<file path="config.mk">
export PLATFORM = sky130hd
export DESIGN_NAME = lfpd_div
export DESIGN_NICKNAME = d
export VERILOG_FILES = /design/src/rtl/lfpd_pkg.sv /design/src/rtl/lfpd_div.sv
export SDC_FILE = /design/constraint.sdc
export NUM_CORES = 1
export LEC_CHECK = 0
export ABC_AREA = 1
export BUFFER_PORTS_ARGS = -buffer_cell sky130_fd_sc_hd__buf_2
export CORE_UTILIZATION = 45
export DETAILED_ROUTE_END_ITERATION = 8
export GPL_TIMING_DRIVEN = 0
export PLACE_DENSITY = 0.72
export SYNTH_ARGS = -nofsm -noshare
export SYNTH_HDL_FRONTEND = slang
export SYNTH_SLANG_ARGS = --single-unit
</file>
<file path="constraint.sdc">
create_clock -name i_clk -period 4.05 [get_ports i_clk]
set_clock_uncertainty 0.15 [all_clocks]
set_input_delay 0 -clock i_clk [delete_from_list [all_inputs] [get_ports i_clk]]
set_output_delay 0 -clock i_clk [all_outputs]
set_load 0.02 [all_outputs]
</file>
<file path="src/rtl/lfpd_pkg.sv">
// ----------------------------------------------------------------------------
// lfpd_pkg
// Shared types and constants of the line follower PID drive block.
// ----------------------------------------------------------------------------
package lfpd_pkg;

    // Sequencer states
    typedef enum logic [2:0] {
        ST_IDLE,
        ST_NORM,
        ST_SETUP,
        ST_DIV,
        ST_ERR,
        ST_PID,
        ST_DRIVE
    } t_state;

    // Configuration register indexes
    typedef enum logic [2:0] {
        REG_GAIN_P,
        REG_GAIN_I,
        REG_GAIN_D,
        REG_BASE_DRIVE,
        REG_DRIVE_FLOOR,
        REG_DRIVE_CEILING,
        REG_DARK_THRESHOLD,
        REG_INTEGRAL_LIMIT
    } t_reg_idx;

    // Channel payloads
    typedef struct packed {
        logic [11:0] reading_a;
        logic [11:0] reading_b;
        logic [11:0] reading_c;
        logic [11:0] reading_d;
    } t_reading_item;

    typedef struct packed {
        logic [14:0]        left_drive;
        logic [14:0]        right_drive;
        logic signed [15:0] steer_correction;
        logic               line_lost;
    } t_drive_item;

    typedef struct packed {
        t_reg_idx    index;
        logic [15:0] wdata;
    } t_cfg_item;

    // Register file contents
    typedef struct packed {
        logic [15:0] gain_p;
        logic [15:0] gain_i;
        logic [15:0] gain_d;
        logic [14:0] base_drive;
        logic [14:0] drive_floor;
        logic [14:0] drive_ceiling;
        logic [9:0]  dark_threshold;
        logic [14:0] integral_limit;
    } t_cfg_regs;

    // Divider request
    typedef struct packed {
        logic        start;
        logic [23:0] dividend;
        logic [11:0] divisor;
    } t_div_req;

    // Register reset values
    localparam logic [15:0] RST_GAIN_P         = 16'd256;
    localparam logic [15:0] RST_GAIN_I         = 16'd0;
    localparam logic [15:0] RST_GAIN_D         = 16'd384;
    localparam logic [14:0] RST_BASE_DRIVE     = 15'd19200;
    localparam logic [14:0] RST_DRIVE_FLOOR    = 15'd16640;
    localparam logic [14:0] RST_DRIVE_CEILING  = 15'd21760;
    localparam logic [9:0]  RST_DARK_THRESHOLD = 10'd400;
    localparam logic [14:0] RST_INTEGRAL_LIMIT = 15'd7680;

    // Normalization: level = ((raw - 1700) * 10) / 23, via reciprocal 2^19/23 rounded up
    localparam logic [11:0]        RAW_LOW    = 12'd1700;
    localparam logic [9:0]         LEVEL_MAX  = 10'd1000;
    localparam logic signed [16:0] NORM_RECIP = 17'sd22796;
    localparam int                 NORM_SHIFT = 19;

    // Position division: quotient fits 13 bits, one bit per step
    localparam logic [3:0] DIV_STEPS = 4'd13;

    // Error used when the line is lost (2.5 * 10 in Q8)
    localparam logic signed [13:0] LOST_ERROR = 14'sd6400;

    // Fraction bits of the gains
    localparam int MIX_FRAC = 8;

endpackage

</file>
<file path="src/rtl/lfpd_div.sv">
// ----------------------------------------------------------------------------
// lfpd_div
// Restoring serial divider, one quotient bit per cycle, 13-bit quotient.
// ----------------------------------------------------------------------------
module lfpd_div (
    input  logic               i_clk,
    input  logic               i_rst_n,
    input  lfpd_pkg::t_div_req i_req,
    output logic [12:0]        o_quotient,
    output logic               o_done
);

    logic [3:0]  r_count;
    logic [11:0] r_rem;
    logic [12:0] r_quo;
    logic [11:0] r_dvs;

    logic [12:0] trial;
    logic [12:0] trial_sub;
    logic        take;

    // shift in the next dividend bit and try the subtract
    always_comb begin
        trial     = {r_rem, r_quo[12]};
        trial_sub = trial - {1'b0, r_dvs};
        take      = (trial >= {1'b0, r_dvs});
    end

    always_ff @(posedge i_clk) begin
        if (!i_rst_n) begin
            r_count <= 4'd0;
        end else if (i_req.start) begin
            r_count <= lfpd_pkg::DIV_STEPS;
        end else if (r_count != 4'd0) begin
            r_count <= r_count - 4'd1;
        end
    end

    always_ff @(posedge i_clk) begin
        if (i_req.start) begin
            // upper dividend bits are known to stay below the divisor
            r_rem <= {1'b0, i_req.dividend[23:13]};
            r_quo <= i_req.dividend[12:0];
            r_dvs <= i_req.divisor;
        end else if (r_count != 4'd0) begin
            r_rem <= take ? trial_sub[11:0] : trial[11:0];
            r_quo <= {r_quo[11:0], take};
        end
    end

    assign o_quotient = r_quo;
    assign o_done     = (r_count == 4'd0);

endmodule

</file>
==> run_results.csv <==
group,metric,value,unit
route,dr_total_vias,2378,
synthesis,synth.distinct_cells,29,
route,drt-initial-drc-count,155,
sta,tightest_slew,1080,ps
placed_design,place_area,2850,µm²
synthesis,synth_area_leaders,"edfxtp_1 43%, nand2_1 19%, inv_1 7.7%, ha_1 6.5%, dfxtp_1 4.0%",
global_route,top_usage_layer,"met2",
global_route,met2_usage,40.8,%
sta,max_freq,344,MHz
synthesis,synth_edf_count,36,
finish,antenna_cells,0,
route,ant_nets,0,
power,comb_power_share,50.9,%
synthesis,ys_warn_count,0,
setup_path,worstSetupPathType,"in -> reg",
setup_path,crit_family,"buffers and inverters",
floorplan,initial_core_util,47.8,%
global_route,use_met1,27.5,%
synthesis,synth.yosys.seq_area_share,47.2,%
power,leakage,1.71,nW
setup_path,worst_ep_required_time,3810,ps
power,p_int,1.04,mW
worst_hold_path,hold_class,"in -> reg",
setup_path,endpoint_kind,"register",
power,p_sw,0.758,mW
setup_path,cp_slowest_cell,"nand2_1",
power,vdd_ir_drop_max,0.000325,V
global_route,grt_max_degree,25,
synthesis,async_reset_ff_share,0,%
cts,numCtsBuffers,5,
cts,cts_tree,"built",
sta,grt_setup_unrepaired,"false",
setup_path,cpMostUsedCell,"buf_2",
finish,nets,470,
synthesis,netlist_area,2500,µm²
setup_path,path_cells,"dlygate4sd3_1 -> buf_2 -> buf_2 -> clkinv_1 -> clkbuf_1 -> nand2_1",
floorplan,die_y,76.6,µm
run,max_cap_violations,0,
cts,clockBufferDepth,2,
floorplan,die_w,76.6,µm
cts,cts.sinks,41,
placed_design,io_buffers,52,
floorplan,core-area,5240,µm²
synthesis,synth_flop_cell,"edfxtp_1",
sta,slew_violations,0,
setup_path,arrival,2670,ps
cts,cts_setup_buffers,0,
floorplan,io_pins,53,
global_route,grt_antenna_before_repair,0,
power,powerDensity,544,nW/µm²
sta,hold_slack,257,ps
finish,final_util,63.2,%
route,first_pass_iters,4,
cts,root_buffer,"clkbuf_8",
synthesis,synth_seq_cells,41,
route,routed_via_density,4.87,
finish,final_cell_area,3310,µm²
route,detail_route.wl_per_cell,12.9,µm
finish,final_layout_size_suffix_gt1_share,16.5,%
sta,hold_viol,0,
setup_path,start_kind,"primary input",
cts,clkTransAtPathRegs,80,ps
cts,cts_max_level,2,
sta,setup_tns,0,ps
finish,area_growth,32.4,%
synthesis,synth.largest_area_cell,"edfxtp_1",
setup_path,reg2reg_slack,1750,ps
global_route,grt_pass1_vias,2384,
setup_path,slowest_delay,860,ps
status,outcome,"completed",
global_route,grt_usage,22.9,%
placed_design,gp_congestion,0.911,
synthesis,synth_top_area_share,43.2,%
power,power.share.clock,14.1,%
synthesis,syn_avg_cell_area,7.82,µm²
sta,post-route-min-period,2910,ps
global_route,grt_use_met3,3.83,%
global_route,grt_pass1_wl,10400,µm
power,p_sw_share,42.1,%
power,power,1.80,mW
floorplan,die_area,5860,µm²
sta,finalCritPeriodShare,71.8,%
synthesis,syn_inst,320,
synthesis,syn_nets,373,
setup_path,crit_fanout,24,
global_route,grt_overflow,0,
floorplan,rows,26,
setup_path,path_buf_inv,5,
route,routed_wl,6300,µm
cts,clk_latency,300,ps
route,drcViolationCount,0,
sta,slew-limit-headroom,28.1,%
power,p_seq_share,35.0,%
sta,final-setup-viol-count,0,
placed_design,dpl.hpwl,4230,µm
==> flip-flops by register name, summed over array words and instances (netlist names) <==
signal and count:
r_count 4, r_dvs 12, r_rem 12, o_quotient 13
==> logic make-up (layout without fill, tap and decap cells) <==
group	after synthesis	in the layout	share of synthesized area [%]
xor+xnor	5	5	1.75
fa+ha+maj	14	14	7.30
flops	41	41	47.2
compound gates	21	21	4.85
buf+inv	59	157	9.25
simple gates	180	180	29.6
==> layout by cell type, fill, tap and decap left out, drive strengths merged, types with 2 or more instances in the layout <==
| master | Yosys | final |
|---|---|---|
| nand2 | 128 | 128 |
| buf | 3 | 55 |
| inv | 52 | 52 |
| dlygate4sd3 | 0 | 38 |
| edfxtp | 36 | 36 |
| nand3 | 24 | 24 |
| nor2 | 22 | 22 |
| ha | 13 | 13 |
| a21oi | 9 | 9 |
| clkbuf | 3 | 8 |
| o21ai | 7 | 7 |
| dfxtp | 5 | 5 |
| xnor2 | 4 | 4 |
| clkinv | 1 | 4 |
| nand4 | 3 | 3 |
| nor3 | 2 | 2 |
| a21o | 2 | 2 |
==> per-layer routing <==
layer  vias up  part of all wire, %
met4         0                  1.2
met3         8                  5.2
met5         -                    0
met2        60                   51
li1       1206                    -
met1      1104                   42
==> power by group through the flow <==
stage,Sequential (mW),Clock (mW),Combinational (mW)
finish,0.631,0.254,0.916
CTS,0.631,0.261,0.904
global route,0.643,0.280,1.04
detailed placement,0.638,0,0.871
floorplan,0.653,0,0.651
global placement,0.634,0,0.857
==> worst reg2reg max path: cells and delay by family (launching register included) <==
kind                       cells  cell delay, ps
adders and majority gates      1             390
buffers and inverters          1             230
DFF                            1             390
and+or+nand+nor                9             900
==> repair_timing <==
| item | 4_1_cts | 5_1_grt |
|---|---|---|
| resized for setup | 0 | 0 |
| endpoints found under the hold margin | 52 | 0 |
| endpoints found under the setup margin | 0 | 0 |
| hold buffers | 38 | 0 |
==> cells in the mapped netlist, types with 2 or more instances <==
master	instances
ha_1	13
buf_2	2
clkbuf_1	3
o21ai_1	3
o21ai_0	4
nand4_1	3
nand3_2	4
nand2_1	127
dfxtp_1	5
edfxtp_1	36
xnor2_1	4
a21oi_1	8
inv_1	51
nor2_1	22
nand3_1	20
nor3_1	2
==> final timing paths <==
path	from	to	cells after the start
max	i_req[36]	r_rem[2]$_DFFE_PP_	6
min reg2reg	r_count[0]$_SDFFE_PN0P_	r_count[0]$_SDFFE_PN0P_	2
min	i_req[11]	r_dvs[11]$_DFFE_PP_	2
max reg2reg	r_rem[1]$_DFFE_PP_	r_rem[6]$_DFFE_PP_	11
==> stage by stage <==
stage	worst slack, ps	cells
floorplan	1910	320
global placement	1430	442
detailed placement	1380	442
CTS	1160	488
global route	958	488
finish	1140	488
==> final cells by class <==
type / instances / area [µm²]
multi-input combinational: 220 / 1090
timing repair buffer: 90 / 641
buffer: 6 / 32.5
sequential: 41 / 1180
inverter: 53 / 199
clock inverter: 3 / 12.5
fill: 441 / 1930
tap: 70 / 87.6
clock buffer: 5 / 68.8
Power figures use the tool's default switching activity.
