[config.mk]
export PLATFORM = sky130hd
export DESIGN_NAME = lfpd_mult
export DESIGN_NICKNAME = d
export VERILOG_FILES = /design/src/rtl/lfpd_mult.sv
export SDC_FILE = /design/constraint.sdc
export NUM_CORES = 1
export LEC_CHECK = 0
export BUFFER_PORTS_ARGS = -buffer_cell sky130_fd_sc_hd__buf_2
export CORE_MARGIN = 5
export CORE_UTILIZATION = 55
export DETAILED_ROUTE_END_ITERATION = 16
export PLACE_DENSITY_LB_ADDON = 0.25
export SYNTH_ARGS = -nofsm -noshare
export SYNTH_HDL_FRONTEND = slang
export SYNTH_SLANG_ARGS = --single-unit
[constraint.sdc]
create_clock -name i_clk -period 9.4 [get_ports i_clk]
set_input_delay 2.82 -clock i_clk [delete_from_list [all_inputs] [get_ports i_clk]]
set_output_delay 2.82 -clock i_clk [all_outputs]
set_load 0.1 [all_outputs]
[src/rtl/lfpd_mult.sv]
// ----------------------------------------------------------------------------
// lfpd_mult
// Shared signed 17x17 multiplier with a registered product.
// ----------------------------------------------------------------------------
module lfpd_mult (
    input  logic               i_clk,
    input  logic signed [16:0] i_a,
    input  logic signed [16:0] i_b,
    output logic signed [33:0] o_prod
);

    logic signed [33:0] r_prod;

    always_ff @(posedge i_clk) begin
        r_prod <= i_a * i_b;
    end

    assign o_prod = r_prod;

endmodule

==> impl_metrics.py, run 1 <==
metrics = {
    "timing": {
        "period_minus_slack_ns": 8.85,
        "fin_setup_tns_ns": 0,
        "setup_violations": 0,
        "final_max_slew_viol_count": 0,
        "tightest_slew_ns": 0.601,
        "hold_ws_ns": 3.06,
        "slew_headroom_pct": 59.9,
        "fin_crit_sh_pct": 94.1,
        "hold_viol": 0,
        "clock.fmax_mhz": 113,
        "rsz0062_at_grt": "false",
    },
    "synthesis": {
        "synth_top_cell_by_area": "fa_1",
        "synth.avg_cell_area_um2": 9.40,
        "yosysTopAreaCellShare_pct": 50.9,
        "synth_cell_types": 50,
        "ys.flop_type": "dfxtp_1",
        "seq_area_frac_synth_pct": 5.85,
        "synthArstFlopShare_pct": 0,
        "syn_area_mm2": 0.0116,
        "synth_edf_count": 0,
        "synth_warnings": 0,
        "syn_inst": 1238,
        "synth.net_count": 1654,
        "synth.area.top_cells": "fa_1 51%, inv_1 10%, ha_1 9.1%",
        "synth-seq-cells": 34,
    },
    "placed_design": {
        "routabilityCongestion": 0.880,
        "numPortBuffers": 68,
        "place_hpwl_um": 23000,
    },
    "drt": {
        "vias": 8162,
        "drt_iter0_markers": 463,
        "drt_first_pass_iters": 7,
        "drc": 0,
        "ant_nets": 0,
        "viasPerCell": 5.23,
        "wl_um": 27300,
        "wire_per_inst_um": 17.5,
    },
    "floorplan": {
        "rows": 53,
        "coreArea_mm2": 0.0210,
        "die_w_um": 155,
        "io_pins": 69,
        "die_h_um": 155,
        "die_area_mm2": 0.0242,
        "initial_core_util_pct": 55.5,
    },
    "setup_path": {
        "critical_path_class": "in2reg",
        "crit_required_ns": 9.58,
        "worstPathArrival_ns": 9.02,
        "crit_fanout": 17,
        "cp-end-kind": "flop",
        "cp-start-kind": "primary input",
    },
    "cells_and_area": {
        "num-fill-cells": 1853,
        "largest_register_ffs": 34,
        "drive_above_1_share_pct": 7.54,
        "nets": 1702,
        "antenna_cells": 0,
        "syn2layout_area_growth_pct": 6.71,
    },
    "clock_network": {
        "ctsHtreeMaxLevel": 2,
        "postCtsHoldBufs": 0,
        "cts_sinks": 34,
        "cts_tree": "built",
        "post_cts_buffers": 0,
        "cts.repair.resized": 0,
        "numCtsBuffers": 5,
        "cts_root_buffer": "clkbuf_16",
        "clk_pin_slew_ns": 0.06,
        "clk_path_buf_depth": 2,
    },
    "run_status": {
        "status": "finished clean",
    },
    "job": {
        "max_cap_viol_count": 0,
    },
    "grt": {
        "overflow": 0,
        "grt_pass1_vias": 9221,
        "antenna_found_initial": 0,
        "grt_max_degree": 18,
        "grt_pass1_wl_um": 47100,
        "grtUsageTotal_pct": 24.7,
    },
    "worst_hold_path": {
        "hold_depth": 3,
        "hold_class": "in2reg",
    },
}
## synthesized netlist by cell type, drive strengths merged (2+ instances only)
cell / n
and4: 2
nand3b: 2
o21ai: 20
nand2: 142
nor3b: 2
a31oi: 5
a221oi: 2
nor2: 32
buf: 3
ha: 85
o211ai: 4
nor3: 4
o21bai: 2
a21o: 11
dfxtp: 34
xor2: 4
nand4: 5
o21a: 6
nand2b: 3
and3: 2
a21oi: 18
fa: 296
nand3: 8
nor2b: 4
and2: 148
xnor2: 26
o2111ai: 2
inv: 311
a211oi: 4
clkbuf: 40
## layout by cell type (no fill, tap or decap), drive strengths merged, types with 3 or more instances in the layout
cell	Yosys	final
nor2	32	32
xnor2	26	26
inv	311	311
nand4	5	5
clkbuf	40	7
ha	85	85
nand3	8	8
o211ai	4	4
nand2	142	142
a211oi	4	4
dfxtp	34	34
a21o	11	11
fa	296	296
nand2b	3	3
a21oi	18	18
o21ai	20	20
nor2b	4	4
o21a	6	6
nor3	4	4
and2	148	148
xor2	4	4
buf	3	84
a31oi	5	5
## per-layer routing
metal	track usage, %	up-vias	share of wire (%)
met4	6.88	0	2.8
met3	3.14	59	6.1
met2	42.5	263	50
met5	0	-	0
met1	33.2	4138	41
li1	-	3702	-
## path summary, 6_finish.rpt
path / start / to / slack (ns)
min: i_a[0] / o_prod[0] / 3.06
max: i_b[3] / o_prod[31] / 0.55
## critical path: stages
cell      delay (ns)
buf_2           0.38
nand2_1         0.15
fa_1            0.50
fa_1            0.51
fa_1            0.51
inv_1           0.06
fa_1            0.50
fa_1            0.49
inv_1           0.05
fa_1            0.47
inv_1           0.04
ha_1            0.37
a21oi_2         0.20
nand2_1         0.08
a221oi_2        0.54
a311oi_1        0.18
buf_4           0.18
or4b_4          0.49
a31oi_4         0.23
o21bai_1        0.10
xor2_1          0.14
## logic make-up (layout without fill, tap and decap cells)
logic type	count (synthesis)	count (layout)	share of synthesized area [%]
xor+xnor	30	30	2.26
flops	34	34	5.85
compound gates	82	82	4.80
simple gates	356	356	15.4
fa+ha+maj	381	381	60.1
mux	1	1	0.0860
buf+inv	354	403	11.5
## per-stage QoR
step,utilization (%),instance area (µm²),instances,setup WS [ns]
floorplan,-,11600,1238,0.742
global placement,58.6,12300,1554,0.346
detailed placement,58.6,12300,1554,0.279
CTS,59.3,12400,1562,0.571
global route,59.3,12400,1562,0.313
finish,59.3,12400,1562,0.552
## layout make-up
| class | instances | area [µm²] | share of cell area (%) |
|---|---|---|---|
| Tap cell | 275 | 344 | 2.77 |
| Clock buffer | 7 | 143 | 1.15 |
| Clock inverter | 1 | 5.00 | 0.0403 |
| Inverter | 311 | 1170 | 9.40 |
| Multi-Input combinational cell | 850 | 9620 | 77.4 |
| Timing Repair Buffer | 84 | 460 | 3.71 |
| Sequential cell | 34 | 681 | 5.48 |
Power of run 1 is left out: the tool's default activity adds up to more than one toggle a clock period on the data nets, which glitch-free logic cannot reach.
==> inputs of run 2 (changes only) <==
--- a/config.mk
+++ b/config.mk
@@ -8,2 +8,3 @@
 export BUFFER_PORTS_ARGS = -buffer_cell sky130_fd_sc_hd__buf_2
+export CAP_MARGIN = 20
 export CORE_MARGIN = 5
@@ -12,2 +13,3 @@
 export PLACE_DENSITY_LB_ADDON = 0.25
+export SLEW_MARGIN = 10
 export SYNTH_ARGS = -nofsm -noshare
==> constraint.sdc (replaced) <==
create_clock -name i_clk -period 9.4 [get_ports i_clk]
set_input_delay 0 -clock i_clk [delete_from_list [all_inputs] [get_ports i_clk]]
set_output_delay 0 -clock i_clk [all_outputs]
set_load 0.1 [all_outputs]
==> run 2 against run 1 <==
Net effect:
- wire length shrank 0.56%
- count of clock-buffer cells in the layout unchanged
- final area decreased by 1.0%
- maximum frequency increased by 50%
- die area stayed put
- critical path type unchanged
- cell count shrank 1.0%
- global-route usage decreased by 0.35 points
- first-iteration DRC count decreased by 16%
- critical path depth up 1
==> impl_metrics.py, run 2 (synthesized netlist as in run 1, its figures left out) <==
metrics = {
    "floorplan": {
        "die_w_um": 155,
        "io_pins": 69,
        "initial_core_util_pct": 55.5,
        "die_area_mm2": 0.0242,
        "coreArea_mm2": 0.0210,
        "die_h_um": 155,
        "rows": 53,
    },
    "drt": {
        "drt_iter0_markers": 390,
        "ant_nets": 0,
        "maxUsedRoutingLayer": "met4",
        "viasPerCell": 5.31,
        "drt_first_pass_iters": 5,
        "vias": 8209,
        "wl_met1_um": 11600,
        "dr_wl_met3_um": 1830,
        "wire_per_inst_um": 17.6,
        "dr_wl_met2_um": 13100,
        "wl_um": 27100,
        "drc": 0,
    },
    "placed_design": {
        "place_hpwl_um": 22800,
        "numPortBuffers": 68,
        "routabilityCongestion": 0.871,
    },
    "job": {
        "max_cap_viol_count": 0,
    },
    "timing": {
        "hold_viol": 0,
        "fin_setup_tns_ns": 0,
        "slew_headroom_pct": 42.6,
        "tightest_slew_ns": 0.861,
        "clock.fmax_mhz": 169,
        "period_minus_slack_ns": 5.90,
        "fin_crit_sh_pct": 62.8,
        "rsz0062_at_grt": "false",
        "final_max_slew_viol_count": 0,
        "setup_violations": 0,
    },
    "cells_and_area": {
        "syn2layout_area_growth_pct": 5.61,
        "final_common_cell": "inv_1",
        "largest_register_ffs": 34,
        "multi_input_area_mm2": 0.00962,
        "regArea_um2": 681,
        "drive_above_1_share_pct": 6.29,
        "nets": 1687,
        "antenna_cells": 0,
        "final_cell_mix": "311 x inv_1, 296 x fa_1, 148 x and2_1",
        "num-fill-cells": 1855,
    },
    "setup_path": {
        "cp-start-kind": "primary input",
        "crit_fanout": 17,
        "crit_required_ns": 9.64,
        "cp-end-kind": "flop",
        "critPathLaunch": "i_b[8]",
        "critical_path_class": "in2reg",
        "worstPathArrival_ns": 6.14,
    },
    "clock_network": {
        "clk_pin_slew_ns": 0.06,
        "postCtsHoldBufs": 0,
        "cts.repair.resized": 0,
        "clk_path_buf_depth": 2,
        "cts_sinks": 34,
        "numCtsBuffers": 5,
        "post_cts_buffers": 0,
        "ctsHtreeMaxLevel": 2,
        "cts_tree": "built",
        "cts_root_buffer": "clkbuf_16",
    },
    "worst_hold_path": {
        "hold_class": "in2reg",
        "min_from": "i_a[0]",
    },
    "grt": {
        "grt_pass1_vias": 8969,
        "grt_max_degree": 18,
        "overflow": 0,
        "antenna_found_initial": 1,
        "grtUsageTotal_pct": 24.4,
        "grt_pass1_wl_um": 46400,
    },
    "run_status": {
        "status": "finished clean",
    },
}
==> run 2: worst paths after layout <==
path	end	slack, ns	cells after the start
hold / removal	o_prod[0]	0.15	2
setup / recovery	o_prod[32]	3.50	22
==> run 2: worst max-delay path: stages <==
cell and delay, ns:
buf_2 0.30, nand2_1 0.13, fa_1 0.55, inv_1 0.06, fa_1 0.50, inv_1 0.06
fa_1 0.53, inv_1 0.05, fa_1 0.47, fa_1 0.49, inv_1 0.05, fa_1 0.48
inv_1 0.04, ha_1 0.37, a21oi_2 0.18, o21ai_0 0.12, a211oi_1 0.26, nor2_1 0.06
a21oi_1 0.67, o211ai_1 0.28, a211oi_1 0.33, a211o_1 0.13
==> run 2: cell type report <==
| class | instances | area share (%) |
|---|---|---|
| clock buffer | 7 | 1.08 |
| timing repair buffer | 69 | 2.83 |
| multi-input combinational | 850 | 78.3 |
| inverter | 311 | 9.50 |
| sequential | 34 | 5.54 |
| tap | 275 | 2.80 |
==> run 2: layer usage <==
layer | up-vias | track usage, %
met5 | - | 0
met4 | 0 | 5.63
met3 | 48 | 4.31
met2 | 283 | 38.9
met1 | 4199 | 35.1
li1 | 3679 | -
==> run 2: metrics by stage <==
| stage | cells | hold WS [ns] | cell area (µm²) | worst slack, ns | util (%) |
|---|---|---|---|---|---|
| 5_1_grt | 1546 | 0.159 | 12300 | 3.10 | 58.6 |
| 6_report | 1546 | 0.151 | 12300 | 3.50 | 58.6 |
| 3_5_place_dp | 1539 | 0.447 | 12200 | 3.21 | 58.0 |
| 4_1_cts | 1546 | 0.139 | 12300 | 3.52 | 58.6 |
| 3_3_place_gp | 1539 | 0.453 | 12200 | 3.27 | 58.0 |
| 2_1_floorplan | 1238 | 0.122 | 11600 | 3.56 | - |
Power of run 2 is left out for the same reason.
